$ cat src/design/stl_pkg.sv
// Shared types, character codes and constants for the s-expression token lexer.
// Used by stl_front, stl_back and sexpr_token_lexer_unit; depends on nothing else.
package stl_pkg;

    typedef enum logic [3:0] {
        C_OTHER,
        C_DIGIT,
        C_LPAR,
        C_RPAR,
        C_QUOTE,
        C_DOT,
        C_SIGN,
        C_SYM,
        C_EOF,
        C_SPACE,
        C_NL,
        C_SEMI
    } class_t;

    typedef enum logic [6:0] {
        S_START   = 7'b0000001,
        S_COMMENT = 7'b0000010,
        S_NUMBER  = 7'b0000100,
        S_SIGN    = 7'b0001000,
        S_DOTS    = 7'b0010000,
        S_SYMB    = 7'b0100000,
        S_UNEXP   = 7'b1000000
    } state_t;

    typedef enum logic [3:0] {
        K_LPAR    = 4'd0,
        K_RPAR    = 4'd1,
        K_QUOTE   = 4'd2,
        K_DOT     = 4'd3,
        K_SYMB    = 4'd4,
        K_INT     = 4'd5,
        K_EOF     = 4'd6,
        K_UNEXP   = 4'd7,
        K_COMMENT = 4'd8
    } kind_t;

    typedef enum logic [1:0] {
        ERR_NONE  = 2'd0,
        ERR_DOTS  = 2'd1,
        ERR_RANGE = 2'd2
    } lit_err_t;

    // Control part of one queue record: a token ended by this byte and a
    // one-byte token, or a zero-length eof token, started and finished by the same byte.
    typedef struct packed {
        logic  fin_valid;
        kind_t fin_kind;
        logic  neg;
        logic  ovf;
        logic  second_valid;
        kind_t second_kind;
    } rec_ctrl_t;

    localparam logic [7:0] CHAR_EOF   = 8'h00;
    localparam logic [7:0] CHAR_NL    = 8'h0a;
    localparam logic [7:0] CHAR_SEMI  = 8'h3b;
    localparam logic [7:0] CHAR_QUOTE = 8'h27;
    localparam logic [7:0] CHAR_LPAR  = 8'h28;
    localparam logic [7:0] CHAR_RPAR  = 8'h29;
    localparam logic [7:0] CHAR_DOT   = 8'h2e;
    localparam logic [7:0] CHAR_PLUS  = 8'h2b;
    localparam logic [7:0] CHAR_MINUS = 8'h2d;

    // Largest accumulator value that may still take one more decimal digit.
    localparam logic [63:0] ACC_LIMIT_HI = 64'd922337203685477580;
    localparam logic [63:0] ACC_LIMIT_LO = 64'd922337203685477579;

    localparam int QUEUE_DEPTH = 4;

    function automatic class_t classify(input logic [7:0] b);
        class_t c;
        c = C_OTHER;
        if (b inside {[8'h30:8'h39]}) begin
            c = C_DIGIT;
        end
        else if (b inside {[8'h61:8'h7a], [8'h41:8'h5a]}) begin
            c = C_SYM;
        end
        else begin
            case (b)
                CHAR_LPAR:  c = C_LPAR;
                CHAR_RPAR:  c = C_RPAR;
                CHAR_QUOTE: c = C_QUOTE;
                CHAR_DOT:   c = C_DOT;
                CHAR_EOF:   c = C_EOF;
                CHAR_NL:    c = C_NL;
                CHAR_SEMI:  c = C_SEMI;
                CHAR_PLUS, CHAR_MINUS: c = C_SIGN;
                8'h2a, 8'h2f, 8'h40, 8'h24, 8'h25, 8'h5e, 8'h26, 8'h5f, 8'h3d,
                8'h3c, 8'h3e, 8'h7e, 8'h3f, 8'h21, 8'h5b, 8'h5d, 8'h7b, 8'h7d:
                    c = C_SYM;
                8'h20, 8'h09, 8'h0c, 8'h0d, 8'h0b:
                    c = C_SPACE;
                default: c = C_OTHER;
            endcase
        end
        return c;
    endfunction

endpackage

$ cat src/design/sexpr_token_lexer_unit.sv
// Top level of the s-expression token lexer: front end, record queue and back end.
// Depends on stl_pkg, stl_front, stl_queue and stl_back.
//
// One source byte is taken per clock while full is low; a byte that ends a token and is
// itself a parenthesis, quote or end-of-input marker gives two result transactions, and
// a four-entry record queue between the lexer state update and the output register
// absorbs such bursts. The lexer state, including the multiply-by-ten value accumulator,
// updates in the cycle a byte is accepted; its tokens pass through the record queue and
// the output register before they reach the result ports. Byte 0 ends the input with an
// eof token and does not advance the offset.
module sexpr_token_lexer_unit #(
    parameter int OFFSET_BITS = 32,
    parameter int LENGTH_BITS = 16
) (
    input  logic                   clk,
    input  logic                   rst_n,
    input  logic                   push,
    output logic                   full,
    input  logic [7:0]             byte_in,
    output logic                   empty,
    input  logic                   pop,
    output logic [3:0]             token_kind,
    output logic [OFFSET_BITS-1:0] token_offset,
    output logic [LENGTH_BITS-1:0] token_length,
    output logic signed [63:0]     int_value,
    output logic [1:0]             literal_error,
    output logic                   last_of_run
);

    localparam int REC_BITS = $bits(stl_pkg::rec_ctrl_t) + 2 * OFFSET_BITS + 64;

    logic                   accept;
    logic                   rec_push;
    stl_pkg::rec_ctrl_t     rec_ctrl;
    logic [OFFSET_BITS-1:0] rec_start;
    logic [OFFSET_BITS-1:0] rec_pos;
    logic [63:0]            rec_acc;
    logic [REC_BITS-1:0]    q_wdata;
    logic [REC_BITS-1:0]    q_rdata;
    logic                   q_empty;
    logic                   q_pop;
    stl_pkg::rec_ctrl_t     head_ctrl;
    logic [OFFSET_BITS-1:0] head_start;
    logic [OFFSET_BITS-1:0] head_pos;
    logic [63:0]            head_acc;

    assign accept  = push && !full;
    assign q_wdata = {rec_ctrl, rec_start, rec_pos, rec_acc};
    assign {head_ctrl, head_start, head_pos, head_acc} = q_rdata;

    stl_front #(
        .OFFSET_BITS(OFFSET_BITS)
    ) u_front (
        .clk      (clk),
        .rst_n    (rst_n),
        .accept   (accept),
        .byte_in  (byte_in),
        .rec_push (rec_push),
        .rec_ctrl (rec_ctrl),
        .rec_start(rec_start),
        .rec_pos  (rec_pos),
        .rec_acc  (rec_acc)
    );

    stl_queue #(
        .DATA_BITS(REC_BITS),
        .DEPTH    (stl_pkg::QUEUE_DEPTH)
    ) u_queue (
        .clk  (clk),
        .rst_n(rst_n),
        .push (rec_push),
        .wdata(q_wdata),
        .pop  (q_pop),
        .rdata(q_rdata),
        .full (full),
        .empty(q_empty)
    );

    stl_back #(
        .OFFSET_BITS(OFFSET_BITS),
        .LENGTH_BITS(LENGTH_BITS)
    ) u_back (
        .clk          (clk),
        .rst_n        (rst_n),
        .q_empty      (q_empty),
        .q_pop        (q_pop),
        .head_ctrl    (head_ctrl),
        .head_start   (head_start),
        .head_pos     (head_pos),
        .head_acc     (head_acc),
        .pop          (pop),
        .empty        (empty),
        .token_kind   (token_kind),
        .token_offset (token_offset),
        .token_length (token_length),
        .int_value    (int_value),
        .literal_error(literal_error),
        .last_of_run  (last_of_run)
    );

    a_eof_makes_record: assert property (@(posedge clk) disable iff (!rst_n)
        (accept && (byte_in == stl_pkg::CHAR_EOF)) |-> rec_push)
        else $error("end-of-input byte produced no token record");

    a_record_not_empty: assert property (@(posedge clk) disable iff (!rst_n)
        rec_push |-> (rec_ctrl.fin_valid || rec_ctrl.second_valid))
        else $error("token record carries no token");

    a_value_only_on_int: assert property (@(posedge clk) disable iff (!rst_n)
        (!empty && (token_kind != stl_pkg::K_INT)) |-> (int_value == 64'sd0))
        else $error("non-integer token carries a value");

    a_range_error_on_int: assert property (@(posedge clk) disable iff (!rst_n)
        (!empty && (literal_error == stl_pkg::ERR_RANGE)) |->
        ((token_kind == stl_pkg::K_INT) && (int_value == 64'sd0)))
        else $error("range error on a token that is not a zero-valued integer");

endmodule

$ cat src/design/stl_front.sv
// Front end of the token lexer: classifies each byte and advances the lexer state.
// Emits one queue record per byte that finishes at least one token; uses stl_pkg.
module stl_front #(
    parameter int OFFSET_BITS = 32
) (
    input  logic                   clk,
    input  logic                   rst_n,
    input  logic                   accept,
    input  logic [7:0]             byte_in,
    output logic                   rec_push,
    output stl_pkg::rec_ctrl_t     rec_ctrl,
    output logic [OFFSET_BITS-1:0] rec_start,
    output logic [OFFSET_BITS-1:0] rec_pos,
    output logic [63:0]            rec_acc
);

    stl_pkg::state_t        state_reg, state_next;
    logic [OFFSET_BITS-1:0] pos_reg, pos_next;
    logic [OFFSET_BITS-1:0] start_reg, start_next;
    logic [63:0]            acc_reg, acc_next;
    logic                   neg_reg, neg_next;
    logic                   ovf_reg, ovf_next;

    stl_pkg::class_t        cls;
    stl_pkg::state_t        cont_state;
    stl_pkg::kind_t         fin_kind;
    stl_pkg::kind_t         second_kind;
    logic                   fin_valid;
    logic                   second_valid;
    logic                   add_digit;
    logic                   restart;
    logic                   word_char;
    logic [63:0]            acc_limit;
    logic [63:0]            acc_mac;

    always_comb
    begin
        cls        = stl_pkg::classify(byte_in);
        word_char  = (cls == stl_pkg::C_SIGN) || (cls == stl_pkg::C_DOT) ||
                     (cls == stl_pkg::C_SYM) || (cls == stl_pkg::C_DIGIT);
        cont_state = state_reg;
        fin_valid  = 1'b0;
        fin_kind   = stl_pkg::K_SYMB;
        add_digit  = 1'b0;
        case (state_reg)
            stl_pkg::S_COMMENT:
            begin
                if ((cls == stl_pkg::C_EOF) || (cls == stl_pkg::C_NL)) begin
                    fin_valid = 1'b1;
                    fin_kind  = stl_pkg::K_COMMENT;
                end
            end
            stl_pkg::S_SIGN:
            begin
                if (cls == stl_pkg::C_DIGIT) begin
                    cont_state = stl_pkg::S_NUMBER;
                    add_digit  = 1'b1;
                end
                else if (word_char) begin
                    cont_state = stl_pkg::S_SYMB;
                end
                else begin
                    fin_valid = 1'b1;
                    fin_kind  = stl_pkg::K_SYMB;
                end
            end
            stl_pkg::S_NUMBER:
            begin
                if (cls == stl_pkg::C_DIGIT) begin
                    add_digit = 1'b1;
                end
                else if (word_char) begin
                    cont_state = stl_pkg::S_SYMB;
                end
                else begin
                    fin_valid = 1'b1;
                    fin_kind  = stl_pkg::K_INT;
                end
            end
            stl_pkg::S_DOTS:
            begin
                if (cls == stl_pkg::C_DOT) begin
                    cont_state = stl_pkg::S_DOTS;
                end
                else if (word_char) begin
                    cont_state = stl_pkg::S_SYMB;
                end
                else begin
                    fin_valid = 1'b1;
                    fin_kind  = stl_pkg::K_DOT;
                end
            end
            stl_pkg::S_SYMB:
            begin
                if (!word_char) begin
                    fin_valid = 1'b1;
                    fin_kind  = stl_pkg::K_SYMB;
                end
            end
            stl_pkg::S_UNEXP:
            begin
                if (cls != stl_pkg::C_OTHER) begin
                    fin_valid = 1'b1;
                    fin_kind  = stl_pkg::K_UNEXP;
                end
            end
            default:
            begin
                cont_state = stl_pkg::S_START;
            end
        endcase
        restart = fin_valid || (cont_state == stl_pkg::S_START);
    end

    always_comb
    begin
        acc_limit = ((byte_in[3:0] == 4'd9) || ((byte_in[3:0] == 4'd8) && !neg_reg)) ?
                    stl_pkg::ACC_LIMIT_LO : stl_pkg::ACC_LIMIT_HI;
        acc_mac   = {acc_reg[60:0], 3'b000} + {acc_reg[62:0], 1'b0} + 64'(byte_in[3:0]);
    end

    always_comb
    begin
        state_next   = state_reg;
        pos_next     = pos_reg;
        start_next   = start_reg;
        acc_next     = acc_reg;
        neg_next     = neg_reg;
        ovf_next     = ovf_reg;
        second_valid = 1'b0;
        second_kind  = stl_pkg::K_EOF;
        if (accept) begin
            if (!restart) begin
                state_next = cont_state;
                pos_next   = pos_reg + OFFSET_BITS'(1);
                if (add_digit && !ovf_reg) begin
                    if (acc_reg > acc_limit) begin
                        ovf_next = 1'b1;
                    end
                    else begin
                        acc_next = acc_mac;
                    end
                end
            end
            else begin
                start_next = pos_reg;
                state_next = stl_pkg::S_START;
                pos_next   = (cls == stl_pkg::C_EOF) ? pos_reg : pos_reg + OFFSET_BITS'(1);
                case (cls)
                    stl_pkg::C_OTHER:
                        state_next = stl_pkg::S_UNEXP;
                    stl_pkg::C_DIGIT:
                    begin
                        state_next = stl_pkg::S_NUMBER;
                        neg_next   = 1'b0;
                        ovf_next   = 1'b0;
                        acc_next   = 64'(byte_in[3:0]);
                    end
                    stl_pkg::C_SIGN:
                    begin
                        state_next = stl_pkg::S_SIGN;
                        neg_next   = (byte_in == stl_pkg::CHAR_MINUS);
                        ovf_next   = 1'b0;
                        acc_next   = 64'd0;
                    end
                    stl_pkg::C_DOT:
                        state_next = stl_pkg::S_DOTS;
                    stl_pkg::C_SYM:
                        state_next = stl_pkg::S_SYMB;
                    stl_pkg::C_SEMI:
                        state_next = stl_pkg::S_COMMENT;
                    stl_pkg::C_LPAR:
                    begin
                        second_valid = 1'b1;
                        second_kind  = stl_pkg::K_LPAR;
                    end
                    stl_pkg::C_RPAR:
                    begin
                        second_valid = 1'b1;
                        second_kind  = stl_pkg::K_RPAR;
                    end
                    stl_pkg::C_QUOTE:
                    begin
                        second_valid = 1'b1;
                        second_kind  = stl_pkg::K_QUOTE;
                    end
                    stl_pkg::C_EOF:
                    begin
                        second_valid = 1'b1;
                        second_kind  = stl_pkg::K_EOF;
                    end
                    default:
                    begin
                        state_next = stl_pkg::S_START;
                    end
                endcase
            end
        end
    end

    always_ff @(posedge clk or negedge rst_n)
    begin
        if (!rst_n) begin
            state_reg <= stl_pkg::S_START;
            pos_reg   <= '0;
            start_reg <= '0;
            acc_reg   <= '0;
            neg_reg   <= 1'b0;
            ovf_reg   <= 1'b0;
        end
        else begin
            state_reg <= state_next;
            pos_reg   <= pos_next;
            start_reg <= start_next;
            acc_reg   <= acc_next;
            neg_reg   <= neg_next;
            ovf_reg   <= ovf_next;
        end
    end

    always_comb
    begin
        rec_push              = accept && (fin_valid || second_valid);
        rec_ctrl.fin_valid    = fin_valid;
        rec_ctrl.fin_kind     = fin_kind;
        rec_ctrl.neg          = neg_reg;
        rec_ctrl.ovf          = ovf_reg;
        rec_ctrl.second_valid = second_valid;
        rec_ctrl.second_kind  = second_kind;
        rec_start             = start_reg;
        rec_pos               = pos_reg;
        rec_acc               = acc_reg;
    end

endmodule

$ cat src/design/stl_queue.sv
// Small first-in first-out queue of token records between lexer front and back.
// Generic in record width and depth; no package dependency.
module stl_queue #(
    parameter int DATA_BITS = 8,
    parameter int DEPTH     = 4
) (
    input  logic                 clk,
    input  logic                 rst_n,
    input  logic                 push,
    input  logic [DATA_BITS-1:0] wdata,
    input  logic                 pop,
    output logic [DATA_BITS-1:0] rdata,
    output logic                 full,
    output logic                 empty
);

    localparam int PTR_BITS = (DEPTH > 1) ? $clog2(DEPTH) : 1;
    localparam int CNT_BITS = $clog2(DEPTH + 1);

    logic [DATA_BITS-1:0] mem [DEPTH];
    logic [PTR_BITS-1:0]  wr_ptr_reg, wr_ptr_next;
    logic [PTR_BITS-1:0]  rd_ptr_reg, rd_ptr_next;
    logic [CNT_BITS-1:0]  count_reg, count_next;
    logic                 do_push;
    logic                 do_pop;

    always_comb
    begin
        full        = (count_reg == CNT_BITS'(DEPTH));
        empty       = (count_reg == '0);
        do_push     = push && !full;
        do_pop      = pop && !empty;
        wr_ptr_next = wr_ptr_reg;
        rd_ptr_next = rd_ptr_reg;
        count_next  = count_reg;
        if (do_push) begin
            wr_ptr_next = (wr_ptr_reg == PTR_BITS'(DEPTH - 1)) ? '0 : wr_ptr_reg + PTR_BITS'(1);
        end
        if (do_pop) begin
            rd_ptr_next = (rd_ptr_reg == PTR_BITS'(DEPTH - 1)) ? '0 : rd_ptr_reg + PTR_BITS'(1);
        end
        if (do_push && !do_pop) begin
            count_next = count_reg + CNT_BITS'(1);
        end
        else if (do_pop && !do_push) begin
            count_next = count_reg - CNT_BITS'(1);
        end
        rdata = mem[rd_ptr_reg];
    end

    always_ff @(posedge clk)
    begin
        if (do_push) begin
            mem[wr_ptr_reg] <= wdata;
        end
    end

    always_ff @(posedge clk or negedge rst_n)
    begin
        if (!rst_n) begin
            wr_ptr_reg <= '0;
            rd_ptr_reg <= '0;
            count_reg  <= '0;
        end
        else begin
            wr_ptr_reg <= wr_ptr_next;
            rd_ptr_reg <= rd_ptr_next;
            count_reg  <= count_next;
        end
    end

endmodule

$ cat src/design/stl_back.sv
// Back end of the token lexer: expands queue records into result transactions.
// Computes length, value and error of each token into an output register; uses stl_pkg.
module stl_back #(
    parameter int OFFSET_BITS = 32,
    parameter int LENGTH_BITS = 16
) (
    input  logic                    clk,
    input  logic                    rst_n,
    input  logic                    q_empty,
    output logic                    q_pop,
    input  stl_pkg::rec_ctrl_t      head_ctrl,
    input  logic [OFFSET_BITS-1:0]  head_start,
    input  logic [OFFSET_BITS-1:0]  head_pos,
    input  logic [63:0]             head_acc,
    input  logic                    pop,
    output logic                    empty,
    output logic [3:0]              token_kind,
    output logic [OFFSET_BITS-1:0]  token_offset,
    output logic [LENGTH_BITS-1:0]  token_length,
    output logic signed [63:0]      int_value,
    output logic [1:0]              literal_error,
    output logic                    last_of_run
);

    localparam int LW = (OFFSET_BITS > LENGTH_BITS) ? OFFSET_BITS : LENGTH_BITS;
    localparam logic [LW-1:0] LEN_MAX = LW'({LENGTH_BITS{1'b1}});

    logic                   out_valid_reg, out_valid_next;
    logic                   phase_reg, phase_next;
    stl_pkg::kind_t         kind_reg, kind_sel;
    logic [OFFSET_BITS-1:0] offset_reg, offset_sel;
    logic [LENGTH_BITS-1:0] length_reg, length_sel;
    logic [63:0]            value_reg, value_sel;
    stl_pkg::lit_err_t      err_reg, err_sel;
    logic                   last_reg, last_sel;

    logic                   load;
    logic                   emit_first;
    logic [OFFSET_BITS-1:0] first_len;
    logic [LW-1:0]          first_len_ext;

    always_comb
    begin
        load          = !out_valid_reg || pop;
        emit_first    = head_ctrl.fin_valid && !phase_reg;
        first_len     = head_pos - head_start;
        first_len_ext = LW'(first_len);
        q_pop         = load && !q_empty && !(emit_first && head_ctrl.second_valid);

        if (emit_first) begin
            kind_sel   = head_ctrl.fin_kind;
            offset_sel = head_start;
            length_sel = (first_len_ext > LEN_MAX) ? LENGTH_BITS'(LEN_MAX) :
                         LENGTH_BITS'(first_len_ext);
            value_sel  = 64'd0;
            err_sel    = stl_pkg::ERR_NONE;
            last_sel   = !head_ctrl.second_valid;
            if (head_ctrl.fin_kind == stl_pkg::K_INT) begin
                if (head_ctrl.ovf) begin
                    err_sel = stl_pkg::ERR_RANGE;
                end
                else begin
                    value_sel = head_ctrl.neg ? 64'd0 - head_acc : head_acc;
                end
            end
            else if ((head_ctrl.fin_kind == stl_pkg::K_DOT) &&
                     (first_len != OFFSET_BITS'(1))) begin
                kind_sel = stl_pkg::K_SYMB;
                err_sel  = stl_pkg::ERR_DOTS;
            end
        end
        else begin
            kind_sel   = head_ctrl.second_kind;
            offset_sel = head_pos;
            length_sel = (head_ctrl.second_kind == stl_pkg::K_EOF) ? '0 : LENGTH_BITS'(1);
            value_sel  = 64'd0;
            err_sel    = stl_pkg::ERR_NONE;
            last_sel   = 1'b1;
        end

        out_valid_next = out_valid_reg;
        phase_next     = phase_reg;
        if (load) begin
            out_valid_next = !q_empty;
            if (!q_empty) begin
                phase_next = emit_first && head_ctrl.second_valid;
            end
        end
    end

    always_ff @(posedge clk or negedge rst_n)
    begin
        if (!rst_n) begin
            out_valid_reg <= 1'b0;
            phase_reg     <= 1'b0;
        end
        else begin
            out_valid_reg <= out_valid_next;
            phase_reg     <= phase_next;
        end
    end

    always_ff @(posedge clk)
    begin
        if (load && !q_empty) begin
            kind_reg   <= kind_sel;
            offset_reg <= offset_sel;
            length_reg <= length_sel;
            value_reg  <= value_sel;
            err_reg    <= err_sel;
            last_reg   <= last_sel;
        end
    end

    always_comb
    begin
        empty         = !out_valid_reg;
        token_kind    = kind_reg;
        token_offset  = offset_reg;
        token_length  = length_reg;
        int_value     = value_reg;
        literal_error = err_reg;
        last_of_run   = last_reg;
    end

endmodule
$ cat config.mk
export PLATFORM = sky130hd
export DESIGN_NAME = sexpr_token_lexer_unit
export DESIGN_NICKNAME = d
export VERILOG_FILES = /design/src/design/stl_pkg.sv /design/src/design/sexpr_token_lexer_unit.sv /design/src/design/stl_front.sv /design/src/design/stl_queue.sv /design/src/design/stl_back.sv
export SDC_FILE = /design/constraint.sdc
export NUM_CORES = 1
export LEC_CHECK = 0
export BUFFER_PORTS_ARGS = -buffer_cell sky130_fd_sc_hd__buf_2
export CORE_MARGIN = 2
export CORE_UTILIZATION = 50
export DETAILED_ROUTE_END_ITERATION = 8
export GPL_TIMING_DRIVEN = 0
export HOLD_SLACK_MARGIN = 0.12
export PLACE_DENSITY_LB_ADDON = 0.15
export SYNTH_ARGS = -nofsm -noshare
export SYNTH_HDL_FRONTEND = slang
export SYNTH_SLANG_ARGS = --single-unit
$ cat constraint.sdc
create_clock -name clk -period 12.7 [get_ports clk]
set_input_delay 0 -clock clk [delete_from_list [all_inputs] [get_ports clk]]
set_output_delay 0 -clock clk [all_outputs]
set_load 0.01 [all_outputs]
# --- Word-level counts from Yosys, hierarchy flattened ---
# Memories as Yosys holds them, arrays and structs flattened.
# Cells that the tools add are included.
totals:
  ff_bits: 265
  mem_bits_rw: 560
  rom_bits: 512
  input_bits: 12
  wordCells: 183
  n_memories: 2
classes:
  n_addsub: 9
  n_lt_le_gt_ge: 8
  n_eq_ne: 31
  mux: 60
  n_bitwise: 3
  reduce_logical: 53
memory_table:
  columns: ["memory", "depth", "width", "rd", "rd_ports_with_merged_regs", "wr", "line", "source"]
  rows:
  - ["u_queue.mem", 4, 140, 1, 0, 1, "stl_queue.sv:20", "logic [DATA_BITS-1:0] mem [DEPTH];"]
  - ["(no name shown)", 128, 4, 1, 0, 0, "stl_pkg.sv:85", "case (b)"]
ops:
  columns: ["op", "n"]
  rows:
  - ["two-way mux 64 bit", 4]
  - ["one-hot mux 64 bit (2 select lines)", 1]
  - ["two-way mux 32 bit", 3]
  - ["adder 64 x 4 -> 64 bit", 1]
  - ["adder 64 bit", 1]
  - ["greater-than comparator 64 bit", 1]
  - ["subtractor 1 x 64 -> 64 bit (first input constant)", 1]
  - ["two-way mux 4 bit", 11]
  - ["one-hot mux 7 bit (6 select lines)", 1]
  - ["two-way mux 7 bit", 5]
  - ["adder 32 x 1 -> 32 bit (second input constant)", 1]
  - ["greater-than comparator 32 x 16 -> 1 bit (second input constant)", 1]
  - ["two-way mux 16 bit", 2]
  - ["!= test 32 x 1 -> 1 bit (second input constant)", 1]
  - ["subtractor 32 bit", 1]
  - ["one-hot mux 7 bit (4 select lines)", 1]
  - ["== test 4 x 3 -> 1 bit (second input constant)", 6]
  - ["== test 4 bit (second input constant)", 5]
  - ["two-way mux 1 bit", 19]
  - [">= comparator 8 x 7 -> 1 bit (second input constant)", 2]
  - ["less-or-equal comparator 8 x 7 -> 1 bit (second input constant)", 2]
  - ["logical AND 1 bit", 16]
  - ["one-hot mux 4 bit (4 select lines)", 1]
  - ["== test 4 x 2 -> 1 bit (second input constant)", 3]
  - ["other kinds (37)", 74]

# --- Longest topological paths before layout ---
# Gate-level depths: netlist (run 1).
depth:
  depth_word: 23
  mapped_depth: 25

# --- By module ---
# From an unflattened synthesis (run 1), not the netlist that was laid out.
unflattened:
  cells_unflattened: 2855
  hier_area_um2: 39681.8
by_module_without_submodules:
  columns: ["module", "instances", "cells_each", "area_each_um2", "seq_area_each_um2"]
  rows:
  - ["stl_queue", 1, 769, 20622.3, 16991.3]
  - ["stl_front", 1, 1245, 11129.4, 3429.5]
  - ["stl_back", 1, 840, 7916.3, 3623.5]
  - ["sexpr_token_lexer_unit", 1, 1, 13.8, 0.0]

# --- Worst setup path before layout (run 1) ---
# Ideal clock, no wire load.
synth_path:
  kind: "input -> register"
  startpoint: "input byte_in[1]"
  endpoint: "memory u_queue.mem[0][0] (netlist name) (enable)"
  arrival_ps: 9014
  path_slack_ps: 3030
  path_stages: 16
  n_path_buf: 3
  path_cell_list: "clkbuf_1 inv_1 ha_1 or4b_1 a31oi_1 o211ai_1 or2_2 o32ai_1 a2111o_1 clkbuf_1 nand4_1 inv_1 o21ai_0 and2_1 clkbuf_1 nor2b_1"
synth_between:
  elab_chain_cells: 21
  word_cells_on_any_way: 50
  cone_classes: "6 x order compare; 10 x eq/ne; 19 x mux; 14 x reduce/logical; 1 x memory"
synth_rtl:
  columns: ["item", "line", "source"]
  rows:
  - ["from (decl)", "sexpr_token_lexer_unit.sv:19", "input logic [7:0] byte_in,"]
  - ["parallel branches: the longest is 4 deep, another holds memory (128 x 4 bit)", null, null]
  - ["two-way mux 4 bit (*)", "stl_pkg.sv:78", "if (b inside {[8'h30:8'h39]}) begin"]
  - ["== test 4 x 3 -> 1 bit (on tied branches)", "stl_front.sv:39, stl_front.sv:82", null]
  - ["logical OR 1 bit (2 in series)", "stl_front.sv:39", "word_char = (cls == stl_pkg::C_SIGN) || (cls == stl_pkg::C_DOT) ||"]
  - ["logical OR 1 bit", "stl_front.sv:40", "(cls == stl_pkg::C_SYM) || (cls == stl_pkg::C_DIGIT);"]
  - ["two-way mux 7 bit", "stl_front.sv:59, stl_front.sv:72, stl_front.sv:85", null]
  - ["two-way mux 7 bit (on tied branches)", "stl_front.sv:82, stl_front.sv:55, stl_front.sv:69", null]
  - ["one-hot mux 7 bit (4 select lines)", "stl_front.sv:45", "case (state_reg)"]
  - ["== test 7 x 1 -> 1 bit", "stl_front.sv:112", "restart = fin_valid || (cont_state == stl_pkg::S_START);"]
  - ["logical OR 1 bit", "stl_front.sv:112", null]
  - ["two-way mux 1 bit", "stl_front.sv:133", "if (!restart) begin"]
  - ["two-way mux 1 bit", "stl_front.sv:132", "if (accept) begin"]
  - ["logical OR 1 bit (*)", "stl_front.sv:223", "rec_push = accept && (fin_valid || second_valid);"]
  - ["logical AND 1 bit (*)", "stl_front.sv:223", null]
  - ["logical AND 1 bit (*)", "stl_queue.sv:31", "do_push = push && !full;"]
  - ["two-way mux 1 bit (*)", "stl_queue.sv:53", "if (do_push) begin"]
  - ["two-way mux 1 bit (not written as such) (*)", "stl_queue.sv:54", "mem[wr_ptr_reg] <= wdata;"]
  - ["to (decl)", "stl_queue.sv:20", null]
# Mark *: on every way between the ends.

# --- Worst setup path after layout (run 1) ---
layout_path:
  startpoint: "register u_queue.rd_ptr_reg[1]"
  endpoint: "register u_back.length_reg[11], in the netlist u_back.token_length[11] (data pin)"
layout_between:
  elab_chain_cells: 5
  word_cells_on_any_way: 6
  cone_classes: "1 x add/sub; 1 x order compare; 2 x mux; 1 x reduce/logical; 1 x memory"
layout_rtl:
  columns: ["item", "line", "source"]
  rows:
  - ["from (decl)", "stl_queue.sv:22", "logic [PTR_BITS-1:0] rd_ptr_reg, rd_ptr_next;"]
  - ["from (signal assigned)", "stl_queue.sv:67", "rd_ptr_reg <= rd_ptr_next;"]
  - ["memory (4 x 140 bit) (*)", null, null]
  - ["subtractor 32 bit", "stl_back.sv:46", "first_len = head_pos - head_start;"]
  - ["greater-than comparator 32 x 16 -> 1 bit", "stl_back.sv:53", "length_sel = (first_len_ext > LEN_MAX) ? LENGTH_BITS'(LEN_MAX) :"]
  - ["two-way mux 16 bit", "stl_back.sv:53", null]
  - ["two-way mux 16 bit (*)", "stl_back.sv:50", "if (emit_first) begin"]
  - ["to (signal assigned)", "stl_back.sv:108", "length_reg <= length_sel;"]
  - ["to (decl)", "stl_back.sv:32", "logic [LENGTH_BITS-1:0] length_reg, length_sel;"]
# Mark *: on every way between the ends. The rest lies on a longest branch, timed or not.
# A chain may end at the register's enable or synchronous reset.

==> reports/metrics.cfg, run 1 <==
[clocking]
clk_latency_ns=0.64
cts_buffer_depth=3
post_cts_buffers=0
cts_made_buffers=86
cts.sinks=821
cts-resized-gates=0
root_buffer=clkbuf_16
clkSlewWorstSetupHoldPaths_ns=0.07
cts_tree=built
htreeDepth=3

[final_layout]
largest-register=u_queue.mem
fin_nets=3209
n_antenna_cell=0
largest_reg_flops=556
instances_no_fill=4138
area_growth_pct=14.6
final_util_pct=57.7
drive_gt1_share_pct=17.0
final_area_um2=44600

[hold_path]
min_to=u_front.state_reg[6]
hold_depth=5
hp-class=input pin to register
hp-start=byte_in[6]

[floorplan]
io_pins=133
die_h_um=283
fp.dieW_um=283
die-area_um2=80100
core_um2=77200
placement_rows=102
start_util_pct=50.4

[sta]
maxSlewViolCount=0
setup_ws_ns=2.80
min_period_ns=9.90
rsz0062_at_grt=false
tns_ns=0
skew_ns=0.0303
fin_crit_sh_pct=78.0
relSlewSlack_pct=12.7
finalSetupViolCount=0
worst_pin_slew_ns=1.31
max_clock_freq_ghz=0.101
hold_violations=0

[detailed_routing]
detail_route.wl_per_cell_um=23.8
drt-initial-drc-count=1829
dr.pass1.iters=5
drc=0
routed_wl_um=98300
vias_per_cell=5.95
vias=24600
antenna_left=0

[placement]
gp_congestion=0.967
dpl.cell_count=3965
pre_cts_ws_ns=2.79
place_area_um2=41500
hpwl_um=69400
port_buffers=132

[critical_path]
r2r-end=u_back.token_length[11]
critical_path_required_ns=13.06
rr_startpoint=u_queue.rd_ptr_reg[1]
reg2reg_slack_ns=2.80
crit_chain=buf_2 > buf_4 > buf_2 > buf_2 > buf_4 > buf_2 > clkbuf_1 > clkbuf_1 > clkbuf_1 > mux4_2 > ha_1 > inv_1 > fa_1 > a21o_1 > a221oi_1 > nor4_1 > nor3_1 > o31ai_1 > or3_1 > a32oi_1 > o311ai_1 > nor4_2 > clkbuf_1 > a21oi_1
critical-path-top-delay-family=buffers and inverters
cp_max_fo=10
path_buf_inv=11
reg2reg_depth=24
critPathKind=register to register
startpoint_type=register
crit_slowest_cell=nor4_2
slowest_delay_ns=0.95
crit_arrival_ns=10.26
cp-end-kind=register

[grt]
grt_use_total_pct=24.4
grt_pass1_vias=24800
grt_max_degree=102
antenna_found_initial=6
grt_pass1_wl_um=149000
overflow=0

[run]
maxCapViolations=0

[power]
p_per_area_nw_per_um2=234
max-vdd-ir-drop_mv=0.116
leakagePower_nw=17.0

[logic_synthesis]
synthDominantCellAreaShare_pct=52.1
yosysMostFrequentCell=edfxtp_1
synth_warnings=0
synth.distinct_cells=88
yosys.area.top_type=edfxtp_1
synth_area_leaders=edfxtp_1, dfrtp_1, mux4_2
synthesis.nets=2952
syn_inst=2767
async_flop_share_pct=17.8
synth_common_cells=edfxtp_1, nand2_1, ha_1, nor2_1, o21ai_0
ys_seq_elements=821
synth-edff-count=675
ys_seq_area_share_pct=61.5
synth_ff_type=edfxtp_1
syn_area_um2=38900
post_synth.cell_area_avg_um2=14.1

[run_status]
status=completed

final cells by class:
class,count,area [um2]
inverter,81,304
fill,6150,32600
clock inverter,46,594
timing repair buffer,169,1350
tap,1040,1300
buffer,107,469
sequential,821,23900
clock buffer,116,2380
multi-input combinational,1758,14200
repair_timing:
item / CTS / global route
setup endpoints to repair: 0 / 0
hold buffers: 11 / 0
hold endpoints to repair: 177 / 0
through the flow:
step / hold WS (ns) / power, mW
floorplan: -0.296 / 6.53
global placement: 0.198 / 7.85
detailed placement: -0.0526 / 7.85
CTS: 0.142 / 10.5
global route: 0.241 / 11.0
finish: 0.172 / 10.4
report_power, final:
group | switching, mW | total, mW | internal, mW
Combinational | 2.56 | 4.13 | 1.57
Clock | 1.07 | 2.62 | 1.55
Sequential | 0.178 | 3.67 | 3.50
cell families (layout without fill, tap and decap cells):
family	Yosys count	count (layout)	share of synthesized area, %
flops	821	821	61.5
simple gates	679	679	8.63
compound gates	555	555	9.17
buf+inv	188	519	1.99
mux	181	181	9.25
fa+ha+maj	173	173	5.64
xor+xnor	170	170	3.83
worst min-delay path, delay by kind of cell:
family / cells / cell delay [ns]
buf+inv: 1 / 0.17
simple gates: 1 / 0.20
compound gates: 3 / 0.39
metal layers:
layer,part of all wire (%),up-vias,track usage (%)
li1,-,11200,-
met1,41,12500,31.2
met2,51,698,43.3
met3,4.8,172,3.12
met4,2.8,10,8.02
met5,0.059,-,0
worst max path at each step:
stage | from | endpoint | slack (ns) | cells past startpoint
2_1_floorplan | byte_in[1] | u_queue.mem[0][0] | 3.03 | 16
3_3_place_gp | byte_in[1] | u_queue.mem[1][107] | -4.18 | 17
3_5_place_dp | u_queue.rd_ptr_reg[1] | u_back.token_kind[2] | 2.79 | 24
4_1_cts | u_queue.rd_ptr_reg[1] | u_back.token_length[13] | 2.80 | 24
5_1_grt | u_queue.rd_ptr_reg[1] | u_back.token_length[14] | 2.27 | 24
6_report | u_queue.rd_ptr_reg[1] | u_back.token_length[11] | 2.80 | 24
placed cells by master, fill, tap and decap left out, types with 95 or more instances in the layout:
cell type	netlist	final
clkbuf_1	74	95
o21ai_0	149	149
mux4_2	135	135
edfxtp_1	675	675
nand2_1	214	214
buf_2	11	142
ha_1	169	169
nor2_1	169	169
dfrtp_1	145	145
a21oi_1	133	132
Power figures use the tool's default switching activity.
==> run 2, diff against run 1 <==
Clock period 12.7 ns to 9.2 ns, I/O delays scaled along.
==> run 2 against run 1 <==
Sequential share of layout area is essentially flat. Clock-buffer cell count grew 14. First-iteration DRC count grew 2.2%. Total power grew 37%. Critical path type unchanged.
==> reports/metrics.cfg, run 2 (same netlist as run 1, synthesis figures left out) <==
[final_layout]
final_util_pct=57.7
final_common_cell=edfxtp_1
area_growth_pct=14.5
fin_nets=3210
largest_reg_flops=556
instances_no_fill=4137
layout_common_cells=edfxtp_1, nand2_1, nor2_1, ha_1, o21ai_0
n_antenna_cell=0
multiInputGateArea_um2=14300
final-seq-area_um2=23900
drive_gt1_share_pct=17.0
largest-register=u_queue.mem
num-fill-cells=6215

[grt]
grt_use_total_pct=24.7
grt_pass1_vias=24900
antenna_found_initial=6
grt_max_degree=93
overflow=0
grt_pass1_wl_um=151000

[detailed_routing]
antenna_left=0
detail_route.wl_per_cell_um=23.9
drc=0
vias=24400
drt-initial-drc-count=1869
vias_per_cell=5.90
routed_wl_um=98800
dr.pass1.iters=5

[hold_path]
hp-start=byte_in[6]
hold_depth=6
hp-class=input pin to register
min_to=u_front.state_reg[0]

[critical_path]
reg2reg_slack_ns=0.44
crit_arrival_ns=9.14
startpoint_type=register
rr_startpoint=u_queue.rd_ptr_reg[1]
r2r-end=u_back.token_kind[2]
cp-end-kind=register
cp_max_fo=19
reg2reg_depth=21
critPathKind=register to register
critical_path_required_ns=9.58

[sta]
hold_violations=0
fin_crit_sh_pct=95.2
skew_ns=0.0226
finalSetupViolCount=0
hold-worst-slack_ns=0.179
maxSlewViolCount=0
worst_pin_slew_ns=1.39
rsz0062_at_grt=false
relSlewSlack_pct=7.57
min_period_ns=8.76
max_clock_freq_ghz=0.114

[clocking]
htreeDepth=3
cts_tree=built
root_buffer=clkbuf_16
cts_buffer_depth=3
cts.sinks=821
clk_latency_ns=0.64
clkSlewWorstSetupHoldPaths_ns=0.06
cts_made_buffers=85

[power]
p_int_mw=9.08
p_sw_mw=5.23
seq_power_share_pct=35.4
p_per_area_nw_per_um2=321
leakagePower_nw=17.0
max-vdd-ir-drop_mv=0.171
clockPowerShare_pct=24.6
switching_share_pct=36.6
combPwrFrac_pct=40.0
power_mw=14.3

[placement]
hpwl_um=69600
port_buffers=132
gp_congestion=0.955
dpl.cell_count=3967

[floorplan]
io_pins=133
die_h_um=283
start_util_pct=50.4
placement_rows=102
fp.dieW_um=283
core_um2=77200
die-area_um2=80100

[run_status]
status=completed

[run]
maxCapViolations=0

==> run 2: cell types whose count changed in the layout (fill, tap and decap cells not counted), moves of 3 or more <==
cell / change
clkbuf_8: +10
clkinvlp_4: -3
clkbuf_1: +3
bufinv_16: -4
clkbuf_2: +3
inv_6: -4
buf_16: +3
clkinv_2: -5
==> run 2: per-layer routing <==
layer	GRT usage, %	vias up	part of all wire (%)
met1	32.0	12300	41
met2	43.3	730	51
met4	7.94	6	2.9
met5	0	-	0.041
li1	-	11200	-
met3	3.16	172	5.0
==> run 2: per-stage QoR <==
stage | instance area (um2) | setup WS (ns) | TNS (ns)
detailed placement | 41500 | -0.804 | -13.49
CTS | 44600 | 0.196 | 0
finish | 44600 | 0.441 | 0
global route | 44600 | 0.0820 | 0
floorplan | 38900 | -0.470 | -195.85
global placement | 40900 | -7.77 | -3731.21
==> run 2: area by class of cell <==
cell class / instances / share of cell area [%]
Timing Repair Buffer: 173 / 3.20
Clock inverter: 29 / 0.893
Tap cell: 1040 / 2.92
Multi-Input combinational cell: 1758 / 32.0
Clock buffer: 130 / 5.58
Inverter: 81 / 0.682
Buffer: 105 / 1.04
Sequential cell: 821 / 53.7
==> run 2: worst max-delay path, cell delays in order (launching register included) <==
cell and delay, ns:
dfrtp_1 0.53, buf_2 0.45, buf_4 0.34, buf_2 0.43, buf_2 0.38, buf_4 0.31, buf_2 0.53, clkbuf_1 0.58
clkbuf_2 0.48, mux4_2 0.29, ha_1 0.19, inv_1 0.06, fa_1 0.41, a21o_1 0.24, a221oi_1 0.62, nor4_1 0.21
or3_1 0.45, xnor2_1 0.26, nand3_1 0.15, nor4bb_1 1.03, a21oi_1 0.31, o21bai_1 0.25
==> run 2: how the worst max path moves through the flow <==
stage	cells after the start	start	slack, ns	end
3_5_place_dp	24	u_queue.rd_ptr_reg[1]	-0.80	u_back.token_kind[2]
3_3_place_gp	17	byte_in[1]	-7.77	u_queue.mem[3][30]
6_report	21	u_queue.rd_ptr_reg[1]	0.44	u_back.token_kind[2]
4_1_cts	23	u_queue.rd_ptr_reg[0]	0.20	u_back.token_length[5]
2_1_floorplan	16	byte_in[1]	-0.47	u_queue.mem[1][0]
5_1_grt	24	u_queue.rd_ptr_reg[1]	0.08	u_back.token_length[7]
==> run 2: power by group through the flow <==
stage	clock network [mW]	logic (mW)	registers, mW
after CTS	3.59	5.74	5.07
after detailed placement	0	5.71	5.15
after floorplan	0	3.70	5.30
after global routing	3.74	6.20	5.13
final	3.52	5.72	5.07
after global placement	0	5.49	5.34
==> run 2: repair_timing <==
| action | 4_1_cts | 5_1_grt |
|---|---|---|
| hold buffers | 11 | 0 |
| endpoints found under the hold margin | 175 | 0 |
| endpoints found under the setup margin | 20 | 15 |
| pin swaps | 0 | 1 |
| resized for setup | 3 | 2 |
| buffers inserted | 0 | 2 |
==> run 3, diff against run 2 <==
Settings changed: CORE_ASPECT_RATIO set to 0.9, CORE_MARGIN 2 to 10.
==> run 3 against run 2 <==
Worst hold slack improved by 0.030 ns. Cell count decreased by 0.29%. Non-clock buffer count decreased by 1. Global-route usage decreased by 2.9 points. Clock skew decreased by 0.0024 ns. Highest routed layer is now met4.
==> reports/metrics.cfg, run 3 (same netlist as run 1, synthesis figures left out) <==
[critical_path]
crit_path_end=u_back.token_length[14]
crit_chain=buf_2 > buf_4 > buf_2 > buf_2 > buf_4 > buf_2 > clkbuf_1 > clkbuf_2 > clkbuf_1 > mux4_2 > ha_1 > clkbuf_1 > inv_1 > a2111oi_0 > o311ai_0 > a211o_1 > a211oi_1 > o311ai_1 > nor4_1 > o311ai_1 > nor4_4 > clkbuf_1 > a21oi_1
critPathKind=register to register
r2r-end=u_back.token_length[14]
slowest_delay_ns=0.64
reg2reg_depth=23
rr_startpoint=u_queue.rd_ptr_reg[1]
critical_path_required_ns=9.55
crit_start=u_queue.rd_ptr_reg[1]
reg2reg_slack_ns=0.49
startpoint_type=register
crit_arrival_ns=9.06
cp_max_fo=10
crit_slowest_cell=nor4_4
cp-end-kind=register

[hold_path]
hp-class=input pin to register
hp-start=byte_in[4]

[sta]
tns_ns=0
max_clock_freq_ghz=0.115
worst_pin_slew_ns=1.19
fin_crit_sh_pct=94.7
skew_ns=0.0202
finalSetupViolCount=0
maxSlewViolCount=0
min_period_ns=8.71
relSlewSlack_pct=18.5
hold_violations=0
rsz0062_at_grt=false
hold-worst-slack_ns=0.209

[placement]
port_buffers=132
hpwl_um=71500
gp_congestion=0.933
place_area_um2=41400

[grt]
grt_pass1_wl_um=151000
overflow=0
grt_use_total_pct=21.9
antenna_found_initial=2
grt_pass1_vias=24800
grt_max_degree=84

[final_layout]
drive_gt1_share_pct=16.7
fin_nets=3208
final_area_um2=44300
area_growth_pct=13.9
largest-register=u_queue.mem
final_util_pct=57.8
final_common_cell=edfxtp_1
largest_reg_flops=556
layout_common_cells=edfxtp_1, nand2_1, nor2_1, ha_1, o21ai_0

[power]
max-vdd-ir-drop_mv=0.172
leakagePower_nw=16.9
p_per_area_nw_per_um2=318

[detailed_routing]
antenna_left=0
wl_met1_um=42800
drt-initial-drc-count=2097
route.met3.wl_um=5400
dr.pass1.iters=5
drc=0
vias_per_cell=5.91
top_layer=met4
detail_route.wl_per_cell_um=23.8
vias=24400
dr_wl_met2_um=47100
routed_wl_um=98000

[floorplan]
start_util_pct=50.8
core_um2=76600
placement_rows=96
die_h_um=285
fp.dieW_um=314
die-area_um2=89400
io_pins=133

[clocking]
cts_made_buffers=84
cts_buffer_depth=3
clk_latency_ns=0.63
cts.sinks=821
htreeDepth=3
cts_tree=built
root_buffer=clkbuf_16
clkSlewWorstSetupHoldPaths_ns=0.06

[run_status]
status=completed

[run]
maxCapViolations=0

-- run 3: cell types whose count changed in the layout (fill, tap and decap cells not counted), sizes merged --
cell	delta
buf	-2
bufinv	-3
clkbuf	-8
clkinv	+4
clkinvlp	+6
diode	+2
dlygate4sd3	+1
inv	-1
-- run 3: area by class of cell --
type                       count  area, um2
timing repair buffer         170       1350
multi-input combinational   1758      14300
tap                         1029       1290
inverter                      81        304
clock inverter                35        323
buffer                       107        474
fill                        6126      32300
clock buffer                 122       2380
antenna                        2       5.00
sequential                   821      23900
-- run 3: report_power, final --
group / switching (mW) / internal [mW]
Combinational: 3.51 / 2.17
Sequential: 0.266 / 4.83
Clock: 1.40 / 1.92
Total: 5.18 / 8.91
-- run 3: how the worst min path moves through the flow --
stage | end | slack [ns] | cells after the start
after floorplan | u_back.out_valid_reg | -0.30 | 0
final | u_front.state_reg[2] | 0.21 | 7
after global placement | u_back.out_valid_reg | 0.20 | 2
after CTS | u_front.state_reg[2] | 0.17 | 7
after detailed placement | u_front.rec_acc[21] | -0.02 | 1
after global routing | u_front.state_reg[2] | 0.29 | 7
-- run 3: timing repair --
action / CTS / global route
gates resized for setup: 1 / 10
hold buffers: 12 / 0
pin swaps: 0 / 0
setup buffers: 0 / 0
hold endpoints to repair: 175 / 0
setup endpoints to repair: 17 / 20
-- run 3: worst max-delay path: cells and delay by family (launching register included) --
family,cells,cell delay [ns]
buf+inv,12,4.33
simple gates,2,0.84
compound gates,7,1.90
mux,1,0.46
fa+ha+maj,1,0.30
flops,1,0.56
-- run 3: metrics by stage --
stage	setup WS [ns]	std cells	power (mW)
after floorplan	-0.470	2767	9.01
after global placement	-7.00	3928	10.8
after detailed placement	-0.327	3953	10.8
after CTS	0.0115	4122	14.2
after global routing	0.00861	4123	14.9
final	0.490	4125	14.1
-- run 3: layer usage --
metal	up-vias	track usage (%)
met1	12300	30.2
met2	674	35.8
met5	-	0
li1	11200	-
met3	150	2.88
met4	0	6.46
